## config.mk

```make
export PLATFORM = sky130hd
export DESIGN_NAME = sid_front
export DESIGN_NICKNAME = d
export VERILOG_FILES = /design/src/hw/rtl/sid_pkg.sv /design/src/hw/rtl/sid_front.sv
export SDC_FILE = /design/constraint.sdc
export NUM_CORES = 1
export LEC_CHECK = 0
export ABC_AREA = 1
export BUFFER_PORTS_ARGS = -buffer_cell sky130_fd_sc_hd__buf_2
export CAP_MARGIN = 20
export CELL_PAD_IN_SITES_DETAIL_PLACEMENT = 1
export CELL_PAD_IN_SITES_GLOBAL_PLACEMENT = 2
export CORE_MARGIN = 4
export CORE_UTILIZATION = 40
export CTS_CLUSTER_SIZE = 16
export DETAILED_ROUTE_END_ITERATION = 16
export PLACE_DENSITY = 0.84
export SLEW_MARGIN = 30
export SYNTH_ARGS = -nofsm -noshare
export SYNTH_HDL_FRONTEND = slang
export SYNTH_SLANG_ARGS = --single-unit
```

## constraint.sdc

```tcl
create_clock -name aclk -period 5 [get_ports aclk]
set_input_delay 0.25 -clock aclk [delete_from_list [all_inputs] [get_ports aclk]]
set_output_delay 0.25 -clock aclk [all_outputs]
set_load 0.02 [all_outputs]
```

## src/hw/rtl/sid_pkg.sv

```systemverilog
`timescale 1ns / 1ps
// ----------------------------------------------------------------------------
// sid_pkg
// Shared types and constants of the set intersection engine.
// ----------------------------------------------------------------------------
package sid_pkg;

    localparam int CAPACITY_DEFAULT = 256;
    localparam int KEY_W            = 32;

    localparam int QUEUE_DEPTH = 2;
    localparam int QPW         = $clog2(QUEUE_DEPTH);
    localparam int QCW         = $clog2(QUEUE_DEPTH + 1);

    localparam logic [1:0] OPC_INSERT = 2'd0;
    localparam logic [1:0] OPC_PROBE  = 2'd1;
    localparam logic [1:0] OPC_CLEAR  = 2'd2;

    typedef enum logic [1:0] {
        CLS_INSERT,
        CLS_PROBE,
        CLS_CLEAR,
        CLS_IGNORE
    } op_class_t;

    typedef struct packed {
        op_class_t          cls;
        logic [KEY_W-1:0]   key;
    } item_t;

    typedef enum logic [1:0] {
        ST_IDLE,
        ST_SCAN,
        ST_RESULT
    } back_state_t;

endpackage

```

## src/hw/rtl/sid_front.sv

```systemverilog
`timescale 1ns / 1ps
// ----------------------------------------------------------------------------
// sid_front
// Accepts requests, decodes the opcode and holds them in a short queue.
// ----------------------------------------------------------------------------
module sid_front import sid_pkg::*; (
    input  logic                    aclk,
    input  logic                    aresetn,
    input  logic                    s_valid,
    output logic                    s_ready,
    input  logic [1:0]              s_opcode,
    input  logic signed [KEY_W-1:0] s_key,
    output logic                    q_valid,
    input  logic                    q_ready,
    output item_t                   q_item
);

    item_t            buf_mem [QUEUE_DEPTH];
    logic [QPW-1:0]   wr_ptr_reg, wr_ptr_next;
    logic [QPW-1:0]   rd_ptr_reg, rd_ptr_next;
    logic [QCW-1:0]   fill_reg, fill_next;
    logic             push, pop;
    item_t            in_item;

    always_comb begin
        case (s_opcode)
            OPC_INSERT: in_item.cls = CLS_INSERT;
            OPC_PROBE:  in_item.cls = CLS_PROBE;
            OPC_CLEAR:  in_item.cls = CLS_CLEAR;
            default:    in_item.cls = CLS_IGNORE;
        endcase
        in_item.key = s_key;
    end

    assign s_ready = (fill_reg != QCW'(QUEUE_DEPTH));
    assign q_valid = (fill_reg != '0);
    assign q_item  = buf_mem[rd_ptr_reg];
    assign push    = s_valid && s_ready;
    assign pop     = q_valid && q_ready;

    always_comb begin
        wr_ptr_next = wr_ptr_reg;
        rd_ptr_next = rd_ptr_reg;
        fill_next   = fill_reg;
        if (push) begin
            wr_ptr_next = (wr_ptr_reg == QPW'(QUEUE_DEPTH - 1)) ? '0 : wr_ptr_reg + QPW'(1);
        end
        if (pop) begin
            rd_ptr_next = (rd_ptr_reg == QPW'(QUEUE_DEPTH - 1)) ? '0 : rd_ptr_reg + QPW'(1);
        end
        if (push && !pop) begin
            fill_next = fill_reg + QCW'(1);
        end else if (pop && !push) begin
            fill_next = fill_reg - QCW'(1);
        end
    end

    always_ff @(posedge aclk) begin
        if (!aresetn) begin
            wr_ptr_reg <= '0;
            rd_ptr_reg <= '0;
            fill_reg   <= '0;
        end else begin
            wr_ptr_reg <= wr_ptr_next;
            rd_ptr_reg <= rd_ptr_next;
            fill_reg   <= fill_next;
        end
    end

    always_ff @(posedge aclk) begin
        if (push) begin
            buf_mem[wr_ptr_reg] <= in_item;
        end
    end

    assert property (@(posedge aclk) disable iff (!aresetn)
        (push && !pop) |=> (fill_reg == $past(fill_reg) + QCW'(1)))
        else $error("Queue fill did not grow on a lone push.");

    assert property (@(posedge aclk) disable iff (!aresetn)
        (pop && !push) |=> (fill_reg == $past(fill_reg) - QCW'(1)))
        else $error("Queue fill did not shrink on a lone pop.");

    assert property (@(posedge aclk) disable iff (!aresetn)
        fill_reg <= QCW'(QUEUE_DEPTH))
        else $error("Queue fill exceeds the queue depth.");

endmodule

```

==> results of run 1 <==
## logic make-up after synthesis
family                   synth area share, %
buffers and inverters                   3.81
multiplexers                            17.3
AO/OA/AOI/OAI                          0.788
AND/OR/NAND/NOR                         2.63
flip-flops                              75.0
adder cells (fa/ha/maj)                0.438
## worst max-delay path, delay by kind of cell (launching register included)
family	cells	cell delay [ns]
buf+inv	1	0.16
mux	1	0.41
flops	1	0.75
## power groups by stage
stage | logic, W | clock network, W | registers [W]
floorplan | 0.000406 | 0 | 0.000809
global placement | 0.000474 | 0 | 0.000853
detailed placement | 0.000476 | 0 | 0.000862
CTS | 0.000477 | 0.000443 | 0.000849
global route | 0.000533 | 0.000466 | 0.000856
finish | 0.000489 | 0.000424 | 0.000842
## per-stage QoR
step	area [µm²]	power (W)	util (%)
2_1_floorplan	2860	0.00121	-
3_3_place_gp	3280	0.00133	47.7
3_5_place_dp	3280	0.00134	47.8
4_1_cts	3470	0.00177	50.5
5_1_grt	3520	0.00185	51.3
6_report	3520	0.00175	51.3
## layout make-up
cell class / instances / share of cell area, %
multi-input cells: 58 / 17.6
flip-flops and latches: 73 / 60.9
clock buffers: 10 / 3.62
repair buffers: 75 / 11.9
inverters: 8 / 0.853
well taps: 96 / 3.41
clock inverters: 6 / 1.63
## per-layer routing
layer	track usage [%]	routed length [µm]	up-vias
met4	5.94	55	0
met5	0	0	-
met3	3.49	304	5
li1	-	-	701
met1	14.5	1970	699
met2	21.9	2650	42
## placed cells by master (no fill, tap or decap), drive strengths merged
cell	n
clkinv	4
inv	9
bufinv	1
mux2	34
edfxtp	68
dfxtp	5
nand2	9
ha	1
clkbuf	10
o21a	1
nand4	1
a21oi	1
o21ai	2
nand3	1
nor2	8
buf	75
## path summary, 6_finish.rpt
check                                  from              to
worst min-delay path               s_key[8]   buf_mem[1][8]
worst min register to register   rd_ptr_reg      rd_ptr_reg
worst max register to register  fill_reg[0]  buf_mem[0][20]
worst max-delay path                   flop      q_item[23]
==> summary.md, run 1 <==
| Metric | Value |
|---|---|
| Status | finished clean |
| Total die area | 0.00856 mm² |
| Std-Cell Rows | 30 |
| Primary FF master, synth | edfxtp_1 |
| GR Util All Layers | 12.7% |
| Worst-path fanout max | 34 |
| Top-level port count | 74 |
| Setup Crit Path Kind | reg -> out |
| Buffers from clock root to sink, at most | 2 |
| Cell-by-cell listing of the critical path | mux2_2 > buf_2 |
| Critical Path Slowest Stage Cell | dfxtp_4 |
| Drt via density | 4.44 |
| HPWL after DPL | 3.57 mm |
| Buffers inserted during post-CTS setup optimization | 0 |
| FILL cells | 683 |
| Leak pwr | 1.40 nW |
| Finished Layout Cells | 326 |
| Number of library cell types mapped by synthesis | 16 |
| Post-placement worst setup slack | 3.10 ns |
| Initial Utilization | 41.6% |
| Nets@finish | 264 |
| Power share of the combinational group | 27.9% |
| Part of the total power dissipated in sequential elements | 48.0% |
| Wire length of the first global-routing pass | 8.21 mm |
| Cell at the root of the clock tree | clkbuf_8 |
| Number of global-route vias before repair | 1632 |
| Antenna Diode Count | 0 |
| Clock sink total | 73 |
| Vias after detailed routing | 1447 |
| Count of flip-flops with a built-in enable after synthesis | 68 |
| Worst slew margin relative to its limit | 59.4% |
| Final hold slack | 0.112 ns |
| Total detailed-routing wirelength | 4.98 mm |
| CTS Hold Bufs | 0 |
| Skew-Pair Late Insertion Delay | 0.32 ns |
| Delay of the slowest critical-path stage | 0.75 ns |
| VDD IR max | 0.000282 V |
| Number of hold violations in the final report | 0 |
| Share of async-settable or async-resettable flops after synthesis | 0% |
| Syn_area_per_cell | 19.7 µm² |
| Fin Setup TNS | 0 ns |
| Post-cts repair resize count | 0 |
| Placeable core region | 0.00687 mm² |
| Largest net degree at the start of global routing | 35 |
| Setup slack of the critical path after layout | 3.10 ns |
| CP Data Arrival Time | 1.65 ns |
| Internal power of the cells | 0.00123 W |
| Cell with the most instances after synthesis | edfxtp_1 |
| Count of input and output buffers | 73 |
| Post-synthesis instance area | 0.00286 mm² |
| Post-Synthesis Net Count | 184 |
| Transition time at the pin with the least slew margin | 0.608 ns |
| Category of the worst setup path capture point | output port |
| Count of antenna-violating nets left after detailed routing | 0 |
| Number of standard cells after synthesis | 145 |
| Maximum clock skew at final layout | 0.00575 ns |
| Switching portion of total power | 29.8% |
| Final setup violation count | 0 |
| Router iterations before antenna repair | 3 |
| Hold Path Stages | 1 |
| Sequential element share of the synthesized area | 75.0% |
| Iteration-0 DRC count of the detailed router | 82 |
| Max Cap Violations | 0 |
| Top achievable clock speed | 526 MHz |
| Count of pins over their slew limit | 0 |
| Clock Pin Slew Worst Setup and Hold Paths | 0.07 ns |
| Max reg flops | 68 |
| Number of cells on the worst reg-to-reg path | 5 |
| Unrepaired setup endpoints after global routing | false |
| Post-synth top area share | 71.5% |
| Remaining DRCs | 0 |
| Die height | 92.5 µm |
| Layout-stage area growth over the synthesis result | 23.3% |
| Share of the clock period used by the worst path after layout | 38.0% |
| Clock buffers created by TritonCTS | 9 |
| Weighted congestion reported at the end of routability-driven placement | 0.741 |
| Average wire length per cell after detail routing | 15.3 µm |
| Clock share of power | 24.2% |
| Switching power | 0.000523 W |
| Reg2Reg Setup Slack | 3.33 ns |
| Synth area leader | edfxtp_1 |
| Leading post-synthesis cells by cell area | edfxtp_1 (71%), mux2_4 (16%), dfxtp_1 (3.5%) |
| Placed Instances | 308 |
| Critical Path Start Type | flop |
| List of most frequent post-synthesis cells | edfxtp_1 (68), mux2_4 (30), nand2_1 (9) |
| Antenna violations before repair | 0 |
| Clock tree from TritonCTS | built |
| Synth warn | 0 |
| Flip-flop and latch count after synthesis | 73 |
| Die Wd | 92.5 µm |
| Power Density | 498 mW/mm² |
| Deepest level of the CTS H-tree | 3 |
| Data required, critical path | 4.75 ns |
| Clock period minus worst slack | 1.90 ns |
| Overflow left after global routing | 0 |
| Area of combinational cells with multiple inputs | 621 µm² |
| Sequential standard cell area | 0.00215 mm² |
| Proportion of layout cells with a drive suffix above 1 | 54.8% |
| Worst min path class | in -> reg |
(Power assumes the default switching activity.)
==> run 2: changes to the inputs <==
--- a/config.mk
+++ b/config.mk
@@ -5,16 +5,16 @@
 export SDC_FILE = /design/constraint.sdc
 export NUM_CORES = 1
 export LEC_CHECK = 0
-export ABC_AREA = 1
+export ABC_AREA = 0
 export BUFFER_PORTS_ARGS = -buffer_cell sky130_fd_sc_hd__buf_2
 export CAP_MARGIN = 20
 export CELL_PAD_IN_SITES_DETAIL_PLACEMENT = 1
 export CELL_PAD_IN_SITES_GLOBAL_PLACEMENT = 2
 export CORE_MARGIN = 4
-export CORE_UTILIZATION = 40
+export CORE_UTILIZATION = 37
 export CTS_CLUSTER_SIZE = 16
 export DETAILED_ROUTE_END_ITERATION = 16
-export PLACE_DENSITY = 0.84
+export PLACE_DENSITY = 0.79
 export SLEW_MARGIN = 30
 export SYNTH_ARGS = -nofsm -noshare
 export SYNTH_HDL_FRONTEND = slang
==> constraint.sdc (replaced) <==
create_clock -name aclk -period 1.95 [get_ports aclk]
set_input_delay 0.0975 -clock aclk [delete_from_list [all_inputs] [get_ports aclk]]
set_output_delay 0.0975 -clock aclk [all_outputs]
set_load 0.02 [all_outputs]
==> summary.md, run 2 <==
| Metric | Value |
|---|---|
| Worst min path class | in -> reg |
| Max reg flops | 68 (unchanged) |
| Switching portion of total power | 30.6% (+0.84 points) |
| VDD IR max | 0.000613 V (+120%) |
| Unrepaired setup endpoints after global routing | false |
| Synth warn | 0 (unchanged) |
| Category of the worst setup path capture point | output port |
| Std-Cell Rows | 30 (unchanged) |
| Layout-stage area growth over the synthesis result | 38.5% |
| Worst slew margin relative to its limit | 80.4% (+21 points) |
| List of most frequent post-synthesis cells | edfxtp_1 (68), mux2_2 (34), dfxtp_1 (5) |
| Sequential element share of the synthesized area | 79.3% (+4.3 points) |
| Skew-Pair Late Insertion Delay | 0.33 ns (about the same) |
| Clock sink total | 73 (unchanged) |
| Routing usage on met1 | 15.3% (+0.87 points) |
| Critical Path Start Type | flop |
| Reg-to-reg startpoint | fill_reg[0] |
| Top achievable clock speed | 623 MHz |
| Transition time at the pin with the least slew margin | 0.294 ns (-0.315 ns) |
| Die Wd | 93.5 µm (+1.0%) |
| Largest net degree at the start of global routing | 35 (unchanged) |
| Count of pins over their slew limit | 0 (unchanged) |
| Syn_area_per_cell | 20.5 µm² (+3.9%) |
| Number of global-route vias before repair | 1687 (+3.4%) |
| Part of the total power dissipated in sequential elements | 44.7% (-3.3 points) |
| Clock share of power | 24.9% (+0.7 points) |
| Nets@finish | 287 (+8.7%) |
| Status | finished clean |
| Maximum clock skew at final layout | 0.00396 ns (-0.00179 ns) |
| Post-Synthesis Net Count | 171 (-7.1%) |
| Synth area leader | edfxtp_1 |
| Buffers from clock root to sink, at most | 2 (unchanged) |
| Total detailed-routing wirelength | 5.71 mm (+15%) |
| Leading post-synthesis cells by cell area | edfxtp_1 (76%), mux2_2 (14%), dfxtp_1 (3.7%) |
| Cell family contributing the most delay on the critical path | buffers and inverters |
| Antenna violations before repair | 0 (unchanged) |
| Wire length of the first global-routing pass | 8.87 mm (+8.0%) |
| Overflow left after global routing | 0 (unchanged) |
| Worst-path fanout max | 22 (-35%) |
| Clock tree from TritonCTS | built |
| Number of hold violations in the final report | 0 (unchanged) |
| Cell with the most instances after synthesis | edfxtp_1 |
| Hold path startpoint | aresetn |
| Fin Setup TNS | 0 ns (unchanged) |
| Number of standard cells after synthesis | 132 (-9.0%) |
| Flip-flop and latch count after synthesis | 73 (unchanged) |
| Highest-count cells in the layout ignoring fill and taps | buf_2 (73), edfxtp_1 (68), mux2_2 (34), dlygate4sd3_1 (34), clkbuf_8 (9) |
| HPWL after DPL | 3.46 mm (-2.9%) |
| Weighted congestion reported at the end of routability-driven placement | 0.699 (-5.6%) |
| Leak pwr | 1.41 nW (+0.61%) |
| Buffering stage count on the worst path with inverters included | 2 (+1) |
| Cell at the root of the clock tree | clkbuf_8 |
| Drt via density | 4.52 (+1.8%) |
| Power share of the combinational group | 30.4% (+2.5 points) |
| Count of antenna-violating nets left after detailed routing | 0 (unchanged) |
| CP Data Arrival Time | 1.51 ns (-0.14 ns) |
| Iteration-0 DRC count of the detailed router | 83 (+1.2%) |
| Deepest level of the CTS H-tree | 3 (unchanged) |
| Count of flip-flops with a built-in enable after synthesis | 68 (unchanged) |
| Data required, critical path | 1.85 ns (-2.90 ns) |
| Average wire length per cell after detail routing | 16.4 µm (+7.2%) |
| Die height | 93.5 µm (+1.0%) |
| Placeable core region | 0.00694 mm² (+1.1%) |
| Post-synth top area share | 75.6% (+4.1 points) |
| Highest-utilization routing layer at the global route stage | met2 |
| Number of library cell types mapped by synthesis | 21 (+5) |
| Post-layout util | 53.9% (+2.6 points) |
| Max Cap Violations | 0 (unchanged) |
| Final setup violation count | 0 (unchanged) |
| Initial Utilization | 38.9% (-2.7 points) |
| Clock buffers created by TritonCTS | 9 (unchanged) |
| Setup Crit Path Kind | reg -> out |
| Most common cell after layout, fill and taps aside | buf_2 |
| Internal power of the cells | 0.00315 W (+160%) |
| Top-level port count | 74 (unchanged) |
| Share of the clock period used by the worst path after layout | 82.4% |
| FILL cells | 696 (+1.9%) |
| Total die area | 0.00874 mm² (+2.1%) |
| Clock Pin Slew Worst Setup and Hold Paths | 0.07 ns (about the same) |
| Proportion of layout cells with a drive suffix above 1 | 51.0% (-3.8 points) |
| Clock period minus worst slack | 1.61 ns |
| Antenna Diode Count | 0 (unchanged) |
| Power Density | 1210 mW/mm² (+140%) |
| Router iterations before antenna repair | 4 (+1) |
| GR Util All Layers | 13.9% (+1.2 points) |
| Primary FF master, synth | edfxtp_1 |
| Vias after detailed routing | 1577 (+9.0%) |
| Cell-by-cell listing of the critical path | buf_4 > mux2_2 > buf_2 |
| Switching power | 0.00139 W (+170%) |
| Remaining DRCs | 0 (unchanged) |
| Post-synthesis instance area | 0.00270 mm² (-5.4%) |
| Count of input and output buffers | 73 (unchanged) |
| Share of async-settable or async-resettable flops after synthesis | 0% (unchanged) |
| Critical Path Slowest Stage Cell | mux2_2 |
| Delay of the slowest critical-path stage | 0.39 ns (-0.36 ns) |
| Routing usage on met2 | 25.1% (+3.1 points) |
| GR Util met3 | 3.06% (-0.44 points) |
-- run 2: kinds of logic after synthesis --
logic type / Yosys count / share of synthesized area, %
DFF: 73 / 79.3
and+or+nand+nor: 9 / 2.41
AOI/OAI and AO/OA: 5 / 1.30
adders and majority gates: 1 / 0.463
xor gates and xnor gates: 3 / 0.972
buffers and inverters: 7 / 1.43
muxes: 34 / 14.2
-- run 2: power by group through the flow --
stage	sequential (W)	combinational (W)	clock, W
2_1_floorplan	0.00205	0.000921	0
3_3_place_gp	0.00205	0.00133	0
3_5_place_dp	0.00206	0.00134	0
4_1_cts	0.00203	0.00140	0.00117
5_1_grt	0.00205	0.00148	0.00124
6_report	0.00203	0.00138	0.00113
-- run 2: what timing repair did --
| action | 4_1_cts | 5_1_grt |
|---|---|---|
| hold buffers | 34 | 0 |
| setup buffers | 0 | 0 |
| resized for setup | 0 | 0 |
| setup endpoints to repair | 0 | 0 |
| hold endpoints to repair | 68 | 0 |
-- run 2: stage by stage --
stage,cell area [µm²],power (W),setup WS (ns),hold slack (ns),std cells
2_1_floorplan,2700,0.00297,0.0745,0.196,132
3_3_place_gp,3210,0.00337,0.435,0.286,299
3_5_place_dp,3210,0.00340,0.371,0.290,299
4_1_cts,3740,0.00460,0.299,0.0239,349
5_1_grt,3740,0.00477,0.239,0.0367,349
6_report,3740,0.00454,0.344,0.0319,349
-- run 2: metal layers --
metal	wire (µm)	up-vias
li1	-	747
met3	244	10
met5	0	-
met1	2150	776
met2	3200	44
met4	116	0
-- run 2: cell type report --
cell class                 instances  area [µm²]  share of cell area, %
clock buffer                       9         124                   3.31
sequential                        73        2140                   57.2
inverter                           1        3.75                  0.100
tap                               96         120                   3.21
multi-input combinational         52         522                   13.9
clock inverter                     7        71.3                   1.91
timing repair buffer             111         761                   20.3
-- run 2: path summary, 6_finish.rpt --
| path | to | slack, ns | depth (start not counted) |
|---|---|---|---|
| min reg2reg | wr_ptr_reg | 0.57 | 2 |
| max | q_item[5] | 0.34 | 3 |
| max reg2reg | fill_reg[1] | 0.37 | 5 |
| min | fill_reg[0] | 0.03 | 2 |
==> run 3: changes to the inputs <==
--- a/config.mk
+++ b/config.mk
@@ -5,7 +5,7 @@
 export SDC_FILE = /design/constraint.sdc
 export NUM_CORES = 1
 export LEC_CHECK = 0
-export ABC_AREA = 0
+export ABC_AREA = 1
 export BUFFER_PORTS_ARGS = -buffer_cell sky130_fd_sc_hd__buf_2
 export CAP_MARGIN = 20
 export CELL_PAD_IN_SITES_DETAIL_PLACEMENT = 1
==> constraint.sdc (replaced) <==
create_clock -name aclk -period 1.5 [get_ports aclk]
set_input_delay 0.075 -clock aclk [delete_from_list [all_inputs] [get_ports aclk]]
set_output_delay 0.075 -clock aclk [all_outputs]
set_load 0.02 [all_outputs]
==> summary.md, run 3 (same netlist as run 1, synthesis figures left out) <==
| Metric | Value |
|---|---|
| Status | finished clean |
| Deepest level of the CTS H-tree | 3 (unchanged) |
| Share of the clock period used by the worst path after layout | 97.8% |
| Setup Crit Path Kind | reg -> out |
| Category of the worst setup path capture point | output port |
| Cell at the root of the clock tree | clkbuf_8 |
| Drt via density | 4.42 (-2.2%) |
| Nets@finish | 305 (+6.3%) |
| Proportion of layout cells with a drive suffix above 1 | 50.4% (-0.62 points) |
| Skew-Pair Late Insertion Delay | 0.33 ns (about the same) |
| Initial Utilization | 38.8% (-0.16 points) |
| Placed Area | 0.00339 mm² (+5.8%) |
| Die height | 95.9 µm (+2.6%) |
| Total die area | 0.00919 mm² (+5.2%) |
| Clock Pin Slew Worst Setup and Hold Paths | 0.08 ns (about the same) |
| Largest net degree at the start of global routing | 28 (-20%) |
| Fin Setup TNS | 0 ns (unchanged) |
| Worst-path fanout max | 9 (-59%) |
| Transition time at the pin with the least slew margin | 0.198 ns (-0.0954 ns) |
| Antenna violations before repair | 0 (unchanged) |
| Count of antenna-violating nets left after detailed routing | 0 (unchanged) |
| Highest-count cells in the layout ignoring fill and taps | edfxtp_1 (68), buf_2 (48), dlygate4sd3_1 (35) |
| Buffers from clock root to sink, at most | 2 (unchanged) |
| Overflow left after global routing | 0 (unchanged) |
| Clock tree from TritonCTS | built |
| Most common cell after layout, fill and taps aside | edfxtp_1 |
| Number of hold violations in the final report | 0 (unchanged) |
| GR Util met3 | 3.99% (+0.93 points) |
| Power Density | 1580 mW/mm² (+31%) |
| HPWL after DPL | 3.64 mm (+5.2%) |
| Iteration-0 DRC count of the detailed router | 66 (-20%) |
| VDD IR max | 0.000898 V (+46%) |
| Post-layout util | 56.3% (+2.4 points) |
| Clock period minus worst slack | 1.47 ns |
| Antenna Diode Count | 0 (unchanged) |
| FILL cells | 719 (+3.3%) |
| Clock sink total | 73 (unchanged) |
| Placeable core region | 0.00737 mm² (+6.1%) |
| Max Cap Violations | 0 (unchanged) |
| Router iterations before antenna repair | 4 (unchanged) |
| Wire length of the first global-routing pass | 8.87 mm (unchanged) |
| Max reg flops | 68 (unchanged) |
| Layout-stage area growth over the synthesis result | 45.2% |
| Data required, critical path | 1.42 ns (-0.43 ns) |
| Maximum clock skew at final layout | 0.00674 ns (+0.00277 ns) |
| Weighted congestion reported at the end of routability-driven placement | 0.678 (-3.0%) |
| Die Wd | 95.9 µm (+2.6%) |
| Std-Cell Rows | 31 (+3.3%) |
| Count of input and output buffers | 73 (unchanged) |
| Worst slew margin relative to its limit | 86.8% (+6.3 points) |
| Top-level port count | 74 (unchanged) |
| Routing usage on met1 | 14.1% (-1.2 points) |
| Clock buffers created by TritonCTS | 9 (unchanged) |
| Routing usage on met2 | 24.3% (-0.81 points) |
| Final setup violation count | 0 (unchanged) |
| Remaining DRCs | 0 (unchanged) |
| Worst min path class | in -> reg |
| Highest-utilization routing layer at the global route stage | met2 |
| Count of pins over their slew limit | 0 (unchanged) |
| Average wire length per cell after detail routing | 16.3 µm (-0.40%) |
| Top achievable clock speed | 681 MHz |
| Post-Layout Inst Area | 0.00415 mm² (+11%) |
| Vias after detailed routing | 1630 (+3.4%) |
| Leak pwr | 1.65 nW (+17%) |
| CP Data Arrival Time | 1.39 ns (-0.12 ns) |
| Total detailed-routing wirelength | 6.01 mm (+5.3%) |
| Number of global-route vias before repair | 1791 (+6.2%) |
| Unrepaired setup endpoints after global routing | true |
| GR Util All Layers | 13.4% (-0.48 points) |
| Critical Path Start Type | flop |
run 3: cell count changes in the layout (fill, tap and decap cells not counted), moves of 6 or more:
| cell | previous run | this run |
|---|---|---|
| mux2_2 | 34 | 4 |
| mux2_4 | 0 | 30 |
| buf_6 | 0 | 26 |
| buf_2 | 73 | 48 |
| nand2_1 | 0 | 7 |
| inv_1 | 1 | 7 |
| nor2_1 | 0 | 6 |
run 3: metal layers:
| metal | wire (µm) | vias up |
|---|---|---|
| li1 | - | 781 |
| met1 | 2390 | 794 |
| met2 | 3280 | 50 |
| met3 | 283 | 5 |
| met4 | 61 | 0 |
| met5 | 0 | - |
run 3: report_power, final:
part	switching [W]	leakage, nW	internal, W
sequential	0.000123	0.677	0.00258
clock	0.000687	0.0987	0.000918
combinational	0.00110	0.873	0.00116
total	0.00191	1.65	0.00466
run 3: path summary, 6_finish.rpt:
| path | startpoint | endpoint | slack, ns | cells past startpoint |
|---|---|---|---|---|
| min | s_valid | wr_ptr_reg | 0.14 | 4 |
| max | flop | q_item[4] | 0.03 | 3 |
| min reg2reg | rd_ptr_reg | flop | 0.53 | 2 |
| max reg2reg | fill_reg[1] | fill_reg[1] | 0.12 | 9 |
run 3: area by class of cell:
type / instances / area, µm² / share of cell area [%]
flip-flops and latches: 73 / 2150 / 51.8
inverters: 8 / 30.0 / 0.724
repair buffers: 116 / 1000 / 24.2
clock buffers: 9 / 124 / 2.99
multi-input cells: 58 / 636 / 15.3
well taps: 99 / 124 / 2.99
clock inverters: 6 / 83.8 / 2.02
run 3: what timing repair did:
| item | CTS | global route |
|---|---|---|
| hold buffers | 35 | 0 |
| pin swaps | 0 | 0 |
| setup buffers | 1 | 0 |
| resized for setup | 2 | 50 |
| gates cloned | 0 | 1 |
| setup endpoints to repair | 30 | 18 |
| hold endpoints to repair | 69 | 0 |
run 3: worst max-delay path, cell delays in order, from the launching register on:
cell	delay [ns]
dfxtp_4	0.41
clkbuf_16	0.19
mux2_4	0.30
buf_2	0.16
run 3: metrics by stage:
step	power [W]	worst slack, ns	hold WS, ns	std cells
floorplan	0.00409	0.00429	0.174	145
global route	0.00690	-0.0308	0.146	369
finish	0.00657	0.0323	0.143	369
CTS	0.00634	0.000307	0.125	368
global placement	0.00459	0.185	0.263	317
detailed placement	0.00463	0.127	0.267	317
